File: config.mk
export PLATFORM = sky130hd
export DESIGN_NAME = tns_all_pole_filter
export DESIGN_NICKNAME = d
export VERILOG_FILES = /design/src/design/tnsapf_pkg.sv /design/src/design/tnsapf_seq.sv /design/src/design/tnsapf_dp.sv /design/src/design/tns_all_pole_filter.sv
export SDC_FILE = /design/constraint.sdc
export NUM_CORES = 2
export LEC_CHECK = 0
export BUFFER_PORTS_ARGS = -buffer_cell sky130_fd_sc_hd__clkbuf_2
export CORE_ASPECT_RATIO = 1.75
export CORE_MARGIN = 2
export CORE_UTILIZATION = 70
export CTS_CLUSTER_SIZE = 28
export DETAILED_ROUTE_END_ITERATION = 10
export GPL_TIMING_DRIVEN = 0
export PLACE_DENSITY = 0.92
export RECOVER_POWER = 100
export SLEW_MARGIN = 10
export SYNTH_ARGS = -nofsm -noshare
export SYNTH_HDL_FRONTEND = slang
export SYNTH_HIERARCHICAL = 1
export SYNTH_SLANG_ARGS = --single-unit
File: constraint.sdc
create_clock -name clock -period 18.7 [get_ports clock]
set_input_delay 2.805 -clock clock [delete_from_list [all_inputs] [get_ports clock]]
set_output_delay 2.805 -clock clock [all_outputs]
set_load 0.01 [all_outputs]
File: src/design/tnsapf_pkg.sv
`timescale 1ns / 1ps
`default_nettype none

package tnsapf_pkg;

   typedef logic [2:0] step_type;

   typedef enum logic [1:0] {
      COND_NEXT,
      COND_ALWAYS,
      COND_IDLE,
      COND_TAPS
   } cond_type;

   typedef struct packed {
      logic     accept;
      logic     issue;
      logic     finish;
      logic     wait_out;
      cond_type cond;
      step_type target;
   } ctrl_type;

   typedef struct packed {
      logic sample_go;
      logic taps_more;
      logic out_busy;
   } stat_type;

   localparam step_type STEP_WAIT    = 3'd0;
   localparam step_type STEP_MAC     = 3'd1;
   localparam step_type STEP_DRAIN_A = 3'd2;
   localparam step_type STEP_DRAIN_B = 3'd3;
   localparam step_type STEP_FINISH  = 3'd4;

   localparam int CSR_INDEX_WIDTH = 2;
   localparam int CSR_DATA_WIDTH  = 5;
   localparam logic [CSR_INDEX_WIDTH-1:0] CSR_FILTER_ORDER  = 2'd0;
   localparam logic [CSR_INDEX_WIDTH-1:0] CSR_HISTORY_SHIFT = 2'd1;

   localparam int ACC_SHIFT = 31;

   function automatic ctrl_type rom_word(input step_type step);
      ctrl_type w;
      w = '0;
      unique case (step)
         STEP_WAIT: begin
            w.accept = 1'b1;
            w.cond   = COND_IDLE;
            w.target = STEP_WAIT;
         end
         STEP_MAC: begin
            w.issue  = 1'b1;
            w.cond   = COND_TAPS;
            w.target = STEP_MAC;
         end
         STEP_DRAIN_A: begin
            w.cond   = COND_NEXT;
            w.target = STEP_WAIT;
         end
         STEP_DRAIN_B: begin
            w.cond   = COND_NEXT;
            w.target = STEP_WAIT;
         end
         STEP_FINISH: begin
            w.finish   = 1'b1;
            w.wait_out = 1'b1;
            w.cond     = COND_ALWAYS;
            w.target   = STEP_WAIT;
         end
         default: begin
            w.cond   = COND_ALWAYS;
            w.target = STEP_WAIT;
         end
      endcase
      return w;
   endfunction

endpackage

`default_nettype wire

File: src/design/tnsapf_seq.sv
`timescale 1ns / 1ps
`default_nettype none

module tnsapf_seq
   import tnsapf_pkg::*;
(
   input  wire logic     clock,
   input  wire logic     reset,
   input  wire stat_type stat,
   output ctrl_type      ctrl
);

   step_type step_ff;
   step_type step_in;
   ctrl_type word;
   logic     taken;
   logic     stall;

   always_comb begin
      word = rom_word(step_ff);
      unique case (word.cond)
         COND_NEXT:   taken = 1'b0;
         COND_ALWAYS: taken = 1'b1;
         COND_IDLE:   taken = !stat.sample_go;
         COND_TAPS:   taken = stat.taps_more;
         default:     taken = 1'b0;
      endcase
      stall = word.wait_out && stat.out_busy;
      priority if (stall) begin
         step_in = step_ff;
      end else if (taken) begin
         step_in = word.target;
      end else begin
         step_in = step_type'(step_ff + 3'd1);
      end
   end

   assign ctrl = word;

   always_ff @(posedge clock) begin
      if (reset) begin
         step_ff <= STEP_WAIT;
      end else begin
         step_ff <= step_in;
      end
   end

endmodule

`default_nettype wire

File: src/design/tnsapf_dp.sv
`timescale 1ns / 1ps
`default_nettype none

module tnsapf_dp
   import tnsapf_pkg::*;
#(
   parameter int MAX_ORDER = 16
) (
   input  wire logic                       clock,
   input  wire logic                       reset,
   input  wire ctrl_type                   ctrl,
   output stat_type                        stat,
   input  wire logic                       req_valid,
   output logic                            req_ready,
   input  wire logic                       req_action,
   input  wire logic [4:0]                 req_coef_index,
   input  wire logic signed [31:0]         req_data_value,
   input  wire logic                       req_run_start,
   output logic                            rsp_valid,
   input  wire logic                       rsp_ready,
   output logic signed [31:0]              rsp_filtered_value,
   input  wire logic                       csr_write_enable,
   input  wire logic [CSR_INDEX_WIDTH-1:0] csr_index,
   input  wire logic [CSR_DATA_WIDTH-1:0]  csr_data
);

   localparam int AW = (MAX_ORDER > 1) ? $clog2(MAX_ORDER) : 1;
   localparam int CW = $clog2(MAX_ORDER + 1);

   logic signed [31:0] coef_mem [MAX_ORDER];
   logic signed [31:0] hist_mem [MAX_ORDER];

   logic [4:0]         filter_order_ff;
   logic [4:0]         history_shift_ff;
   logic [CW-1:0]      valid_taps_ff;
   logic [CW-1:0]      tap_cnt_ff;
   logic [AW-1:0]      wp_ff;
   logic signed [31:0] sample_ff;
   logic signed [31:0] coef_rd_ff;
   logic signed [31:0] hist_rd_ff;
   logic               rd_vld_ff;
   logic signed [63:0] prod_ff;
   logic               prod_vld_ff;
   logic signed [63:0] acc_ff;
   logic signed [63:0] acc_in;
   logic               rsp_valid_ff;
   logic signed [31:0] rsp_value_ff;

   logic               accept_go;
   logic               load_go;
   logic               sample_go;
   logic               issue_go;
   logic               out_busy;
   logic               finish_go;
   logic               taps_more;
   logic [CW-1:0]      order_cap;
   logic [CW-1:0]      taps_seen;
   logic [CW-1:0]      taps_used;
   logic [CW:0]        wp_ext;
   logic [CW:0]        cnt_ext;
   logic [CW:0]        hist_diff;
   logic [AW-1:0]      hist_addr;
   logic [AW-1:0]      coef_addr;
   logic [AW-1:0]      load_addr;
   logic [64:0]        acc_sum;
   logic signed [31:0] acc_q;
   logic [32:0]        diff;
   logic signed [31:0] y_value;

   assign req_ready = ctrl.accept;
   assign accept_go = req_valid && req_ready;
   assign load_go   = accept_go && !req_action && (req_coef_index != 5'd0)
                      && ({1'b0, req_coef_index} <= 6'(MAX_ORDER));
   assign sample_go = accept_go && req_action;
   assign issue_go  = ctrl.issue && (tap_cnt_ff != '0);
   assign out_busy  = rsp_valid_ff && !rsp_ready;
   assign finish_go = ctrl.finish && !out_busy;
   assign load_addr = AW'(req_coef_index - 5'd1);
   assign coef_addr = AW'(tap_cnt_ff - CW'(1));
   assign taps_more = tap_cnt_ff > CW'(1);

   assign stat = {sample_go, taps_more, out_busy};

   always_comb begin
      if ({1'b0, filter_order_ff} > 6'(MAX_ORDER)) begin
         order_cap = CW'(MAX_ORDER);
      end else begin
         order_cap = CW'(filter_order_ff);
      end
      taps_seen = req_run_start ? '0 : valid_taps_ff;
      taps_used = (taps_seen < order_cap) ? taps_seen : order_cap;
   end

   always_comb begin
      wp_ext  = (CW + 1)'(wp_ff);
      cnt_ext = (CW + 1)'(tap_cnt_ff);
      if (cnt_ext > wp_ext) begin
         hist_diff = (CW + 1)'(wp_ext + (CW + 1)'(MAX_ORDER) - cnt_ext);
      end else begin
         hist_diff = (CW + 1)'(wp_ext - cnt_ext);
      end
      hist_addr = AW'(hist_diff);
   end

   // accumulate with saturation
   always_comb begin
      acc_sum = {acc_ff[63], acc_ff} + {prod_ff[63], prod_ff};
      if (acc_sum[64] != acc_sum[63]) begin
         acc_in = acc_sum[64] ? {1'b1, 63'd0} : {1'b0, {63{1'b1}}};
      end else begin
         acc_in = acc_sum[63:0];
      end
   end

   always_comb begin
      acc_q = acc_ff[ACC_SHIFT+31:ACC_SHIFT];
      diff  = {sample_ff[31], sample_ff} - {acc_q[31], acc_q};
      if (diff[32] != diff[31]) begin
         y_value = diff[32] ? {1'b1, 31'd0} : {1'b0, {31{1'b1}}};
      end else begin
         y_value = diff[31:0];
      end
   end

   always_ff @(posedge clock) begin
      if (load_go) begin
         coef_mem[load_addr] <= req_data_value;
      end
      if (issue_go) begin
         coef_rd_ff <= coef_mem[coef_addr];
      end
   end

   always_ff @(posedge clock) begin
      if (finish_go) begin
         hist_mem[wp_ff] <= y_value <<< history_shift_ff;
      end
      if (issue_go) begin
         hist_rd_ff <= hist_mem[hist_addr];
      end
   end

   always_ff @(posedge clock) begin
      if (sample_go) begin
         sample_ff <= req_data_value;
      end
      if (rd_vld_ff) begin
         prod_ff <= coef_rd_ff * hist_rd_ff;
      end
      if (finish_go) begin
         rsp_value_ff <= y_value;
      end
   end

   always_ff @(posedge clock) begin
      if (reset) begin
         filter_order_ff  <= 5'd1;
         history_shift_ff <= 5'd1;
         valid_taps_ff    <= '0;
         tap_cnt_ff       <= '0;
         wp_ff            <= '0;
         rd_vld_ff        <= 1'b0;
         prod_vld_ff      <= 1'b0;
         acc_ff           <= '0;
         rsp_valid_ff     <= 1'b0;
      end else begin
         if (csr_write_enable && csr_index == CSR_FILTER_ORDER) begin
            filter_order_ff <= csr_data;
         end
         if (csr_write_enable && csr_index == CSR_HISTORY_SHIFT) begin
            history_shift_ff <= csr_data;
         end
         rd_vld_ff   <= issue_go;
         prod_vld_ff <= rd_vld_ff;
         priority if (sample_go) begin
            tap_cnt_ff <= taps_used;
            acc_ff     <= '0;
            if (req_run_start) begin
               valid_taps_ff <= '0;
            end
         end else begin
            if (issue_go) begin
               tap_cnt_ff <= CW'(tap_cnt_ff - CW'(1));
            end
            if (prod_vld_ff) begin
               acc_ff <= acc_in;
            end
         end
         if (finish_go) begin
            wp_ff <= (wp_ff == AW'(MAX_ORDER - 1)) ? '0 : AW'(wp_ff + AW'(1));
            if (valid_taps_ff < CW'(MAX_ORDER)) begin
               valid_taps_ff <= CW'(valid_taps_ff + CW'(1));
            end
         end
         priority if (finish_go) begin
            rsp_valid_ff <= 1'b1;
         end else if (rsp_ready) begin
            rsp_valid_ff <= 1'b0;
         end
      end
   end

   assign rsp_valid          = rsp_valid_ff;
   assign rsp_filtered_value = rsp_value_ff;

endmodule

`default_nettype wire

File: src/design/tns_all_pole_filter.sv
// All-pole temporal noise shaping filter over a run of 32-bit spectral lines.
// Input channel req_*: an item with req_action low loads req_data_value as the
// Q31 coefficient of tap req_coef_index (1..MAX_ORDER, others dropped) and gives
// no result; an item with req_action high filters req_data_value as one sample
// and gives one result on rsp_filtered_value. req_run_start marks a new run.
// csr_* writes filter_order (index 0) and history_shift (index 1); the user
// must write them only while idle, as the block does not enforce it. Loads are
// taken one per cycle while no sample is in progress. A sample with n taps in
// use (n = min of filter_order, MAX_ORDER and samples seen in the run) runs
// through a microcoded sequencer: one tap per cycle through the coefficient
// and history memories and a registered 32x32 multiplier, then two drain steps
// for the multiply and accumulate stages. The result is registered in the
// finish step, and the next item can be accepted in the wait step after it.
// A result still held by a stalled receiver when the next sample reaches its
// final step keeps the sequencer there; that sample completes as soon as the
// held result is taken.
// Reset sets filter_order and history_shift to 1, marks the history empty and
// leaves coefficients unwritten; no clearing pass is needed.
`timescale 1ns / 1ps
`default_nettype none

module tns_all_pole_filter
   import tnsapf_pkg::*;
#(
   parameter int MAX_ORDER = 16
) (
   input  wire logic                       clock,
   input  wire logic                       reset,
   input  wire logic                       req_valid,
   output logic                            req_ready,
   input  wire logic                       req_action,
   input  wire logic [4:0]                 req_coef_index,
   input  wire logic signed [31:0]         req_data_value,
   input  wire logic                       req_run_start,
   output logic                            rsp_valid,
   input  wire logic                       rsp_ready,
   output logic signed [31:0]              rsp_filtered_value,
   input  wire logic                       csr_write_enable,
   input  wire logic [CSR_INDEX_WIDTH-1:0] csr_index,
   input  wire logic [CSR_DATA_WIDTH-1:0]  csr_data
);

   ctrl_type ctrl;
   stat_type stat;

   tnsapf_seq u_seq (
      .clock (clock),
      .reset (reset),
      .stat  (stat),
      .ctrl  (ctrl)
   );

   tnsapf_dp #(
      .MAX_ORDER (MAX_ORDER)
   ) u_dp (
      .clock              (clock),
      .reset              (reset),
      .ctrl               (ctrl),
      .stat               (stat),
      .req_valid          (req_valid),
      .req_ready          (req_ready),
      .req_action         (req_action),
      .req_coef_index     (req_coef_index),
      .req_data_value     (req_data_value),
      .req_run_start      (req_run_start),
      .rsp_valid          (rsp_valid),
      .rsp_ready          (rsp_ready),
      .rsp_filtered_value (rsp_filtered_value),
      .csr_write_enable   (csr_write_enable),
      .csr_index          (csr_index),
      .csr_data           (csr_data)
   );

`ifndef NO_ASSERTIONS
   a_one_action: assert property (@(posedge clock) disable iff (reset)
      $onehot0({ctrl.accept, ctrl.issue, ctrl.finish}))
      else $error("control word drives more than one action");

   a_sample_blocks: assert property (@(posedge clock) disable iff (reset)
      (req_valid && req_ready && req_action) |=> !req_ready)
      else $error("item accepted while a sample is in progress");

   a_result_source: assert property (@(posedge clock) disable iff (reset)
      $rose(rsp_valid) |-> $past(ctrl.finish))
      else $error("result raised outside the finish step");

   a_taps_idle: assert property (@(posedge clock) disable iff (reset)
      ctrl.accept |-> !stat.taps_more)
      else $error("taps left over while waiting for an item");
`endif

endmodule

`default_nettype wire

==> summary.md, run 1 <==
| Metric | Value |
|---|---|
| H-tree depth | `3` |
| Last stage | `5_1_grt` |
| Starting Density | `0.705` |
| Error msg | `[ERROR GRT-0116] Global routing finished with congestion. Check the congestion regions in the DRC Viewer.` |
| Mapped cell area | `0.0927 mm²` |
| Syn. warnings | `6` |
| Clk sink count | `1310` |
| Post-DP HPWL | `305 mm` |
| Mapped Cells | `7300` |
| Pin count of the biggest net entering global routing | `60` |
| TritonCTS buffer count | `107` |
| Hold_buf cts | `0` |
| Gp weighted congestion | `1.19` |
| Synthesized Nets | `8734` |
| GRT Resource Usage Total | `0.801` |
| Number of port buffers | `83` |
| Vias in the first global route | `90300` |
| Pre-CTS WS | `7.29 ns` |
| Number of I/O pins | `85` |
| CTS root buffer | `clkbuf_16` |
| Syn_area_per_cell | `12.7 µm²` |
| Global route overflow | `3434` |
| First-pass GRT wire length | `775 mm` |
| Die height | `485 µm` |
| Outcome | `stopped before the end` |
| Rows | `176` |
| Deepest clock path buffer count | `3` |
| Postcts setup bufs | `0` |
| Chip width | `279 µm` |
| Resized cells post-CTS | `0` |
==> metrics by stage <==
stage          hold slack, ns  area [µm²]  std cells
4_1_cts                 0.535      100000       9342
3_5_place_dp            0.506       96500       9142
3_3_place_gp            0.476       95200       9074
2_1_floorplan           0.454       92700       7300
==> metal layers <==
metal  GRT overflow  global-route usage
met5              8               0.317
met4            952               0.813
met3             39               0.617
met2           2399                1.00
met1             36               0.781
==> run 2, diff against run 1 <==
Settings changed: CORE_ASPECT_RATIO 1.75 to unset, CORE_UTILIZATION 70 to 40, CTS_CLUSTER_SIZE 28 to unset, PLACE_DENSITY 0.92 to unset, PLACE_DENSITY_LB_ADDON set to 0.15.
==> run 2 against run 1 <==
Compared with the run above: the flow now finishes, with violations (max-capacitance violations, max-slew violations); synthesized cell count did not move; area after synthesis did not move.
==> summary.md, run 2 <==
| Metric | Value |
|---|---|
| Hold_buf cts | `0` |
| Die area | `0.236 mm²` |
| Area growth syn-to-layout | `9.43%` |
| Final instance count without filler cells | `10800` |
| Tightest Pin Transition | `3.43 ns` |
| Hold WC Path Type | `reg -> reg` |
| Fmax | `0.0998 GHz` |
| FF-to-FF Start | `u_dp/coef_rd_ff[21]` |
| Postcts setup bufs | `0` |
| Worst skew pair latency | `0.82 ns` |
| FF-to-FF path depth | `24` |
| Vias in the first global route | `62700` |
| H-tree depth | `4` |
| Setup crit start kind | `flop` |
| Resized cells post-CTS | `0` |
| Number of port buffers | `83` |
| Global route overflow | `0` |
| Tcrit/Tclk final | `0.536` |
| Destination of the critical timing path | `u_dp/prod_ff[63]` |
| Vias per Instance | `5.57` |
| CTS root buffer | `clkbuf_16` |
| Fin crit period | `10.02 ns` |
| Mapped Cells | `7300` |
| Data arrival time of the critical path | `10.60 ns` |
| DR iter-0 viols | `5834` |
| Critical path type | `reg -> reg` |
| Layout Nets | `9036` |
| Hold path start | `u_dp/valid_taps_ff[3]` |
| Rows | `176` |
| Clk sink count | `1310` |
| Clk pin slew, worst setup/hold paths | `0.06 ns` |
| First-pass GRT wire length | `459 mm` |
| Chip width | `485 µm` |
| Core Box Area | `0.230 mm²` |
| Gp weighted congestion | `0.965` |
| Drt drc | `0` |
| GRT Resource Usage Total | `0.273` |
| Req. time, crit path | `19.28 ns` |
| Deepest clock path buffer count | `3` |
| Starting Density | `0.403` |
| M3 GR Usage | `0.0440` |
| CTS tree | `done` |
| R2r endpoint | `u_dp/prod_ff[63]` |
| Commonest non-fill, non-tap cell in the layout | `edfxtp_1` |
| Pin count of the biggest net entering global routing | `62` |
| Failing checks | `max-capacitance violations, max-slew violations` |
| Max transition margin | `-1.29` |
| Final Max Slew Viols | `817` |
| Layout cells sized above 1 | `0.0765` |
| Met2 global-route usage | `0.433` |
| Routed len/inst | `29.4 µm` |
| Via count | `59900` |
| Regs by FF count | `u_dp/coef_mem (512), u_dp/hist_mem (512)` |
| Outcome | `finished, violations left` |
| Syn. warnings | `6` |
| Post-DP HPWL | `247 mm` |
| Final Core Density | `0.441` |
| Syn_area_per_cell | `12.7 µm²` |
| Die height | `485 µm` |
| Cell Area, Placed | `0.0984 mm²` |
| Met1 GRT Util | `0.378` |
| Antenna violations before repair | `35` |
| Crit Path Max Fanout | `10` |
| Worst Setup SP | `u_dp/coef_rd_ff[21]` |
| DRT Pass-1 Iters | `6` |
| TritonCTS buffer count | `140` |
| RSZ-0062 raised after global routing | `no` |
| Fin area | `0.101 mm²` |
| Dpl cells | `10500` |
| Number of I/O pins | `85` |
| Mapped cell area | `0.0927 mm²` |
| Final TNS setup | `0 ns` |
| Final Hold Viols | `0` |
| Final setup fails | `0` |
| Clk_skew | `0.0463 ns` |
| R2R Setup Slk | `8.68 ns` |
| Crit end category | `flop` |
| Final wirelength | `316 mm` |
| Most frequent cells in the layout | `edfxtp_1, fa_1, inv_1` |
| Synthesized Nets | `8734` |
| Post-route ant nets | `0` |
| Maxcap violations | `45` |
| Layer with the highest usage | `met2` |
run 2: per-layer routing:
layer | routed length [µm] | vias up
met3 | 22100 | 555
met4 | 13900 | 6
li1 | - | 25300
met5 | 41 | -
met1 | 134000 | 31800
met2 | 146000 | 2243
run 2: worst min path at each step:
stage | endpoint | slack [ns] | cells after the start
floorplan | u_dp/valid_taps_ff[3] | 0.45 | 1
global placement | u_dp/filter_order_ff[3] | 0.48 | 2
detailed placement | u_dp/valid_taps_ff[3] | 0.49 | 1
CTS | u_dp/valid_taps_ff[3] | 0.50 | 1
global route | u_dp/valid_taps_ff[3] | 0.53 | 1
finish | u_dp/valid_taps_ff[3] | 0.51 | 1
run 2: final cells by class:
cell class	count	area [µm²]
antenna	13	32.5
buffer	392	1530
clock buffer	174	3670
clock inverter	80	808
fill	21300	129000
inverter	1065	4000
multi-input combinational	4533	48500
sequential	1310	38400
tap	3026	3790
timing repair buffer	160	631
run 2: metrics by stage:
step / setup slack, ns / hold slack [ns]
4_1_cts: 8.61 / 0.500
6_report: 8.68 / 0.508
5_1_grt: 8.19 / 0.533
3_3_place_gp: 5.95 / 0.480
3_5_place_dp: 8.69 / 0.487
2_1_floorplan: 10.69 / 0.454
run 2: worst max-delay path, cell delays in order (launching register included):
cell,delay [ns]
edfxtp_1,0.77
clkbuf_1,0.96
nand2_1,0.21
fa_1,0.61
fa_1,0.44
fa_1,0.59
fa_1,0.60
inv_1,0.06
fa_1,0.49
fa_1,0.46
fa_1,0.74
fa_1,0.48
ha_1,0.37
a21o_1,0.21
a21oi_1,0.17
o21bai_1,0.10
nor2_1,0.16
o211ai_1,0.32
and3_1,0.29
nor2_1,0.30
nor3_1,0.15
o41a_1,0.47
a211o_1,0.34
and4_1,0.20
nor3_1,0.28
Power of run 2 is left out: the tool's default activity adds up to more than one toggle a clock period on the data nets, which glitch-free logic cannot reach.
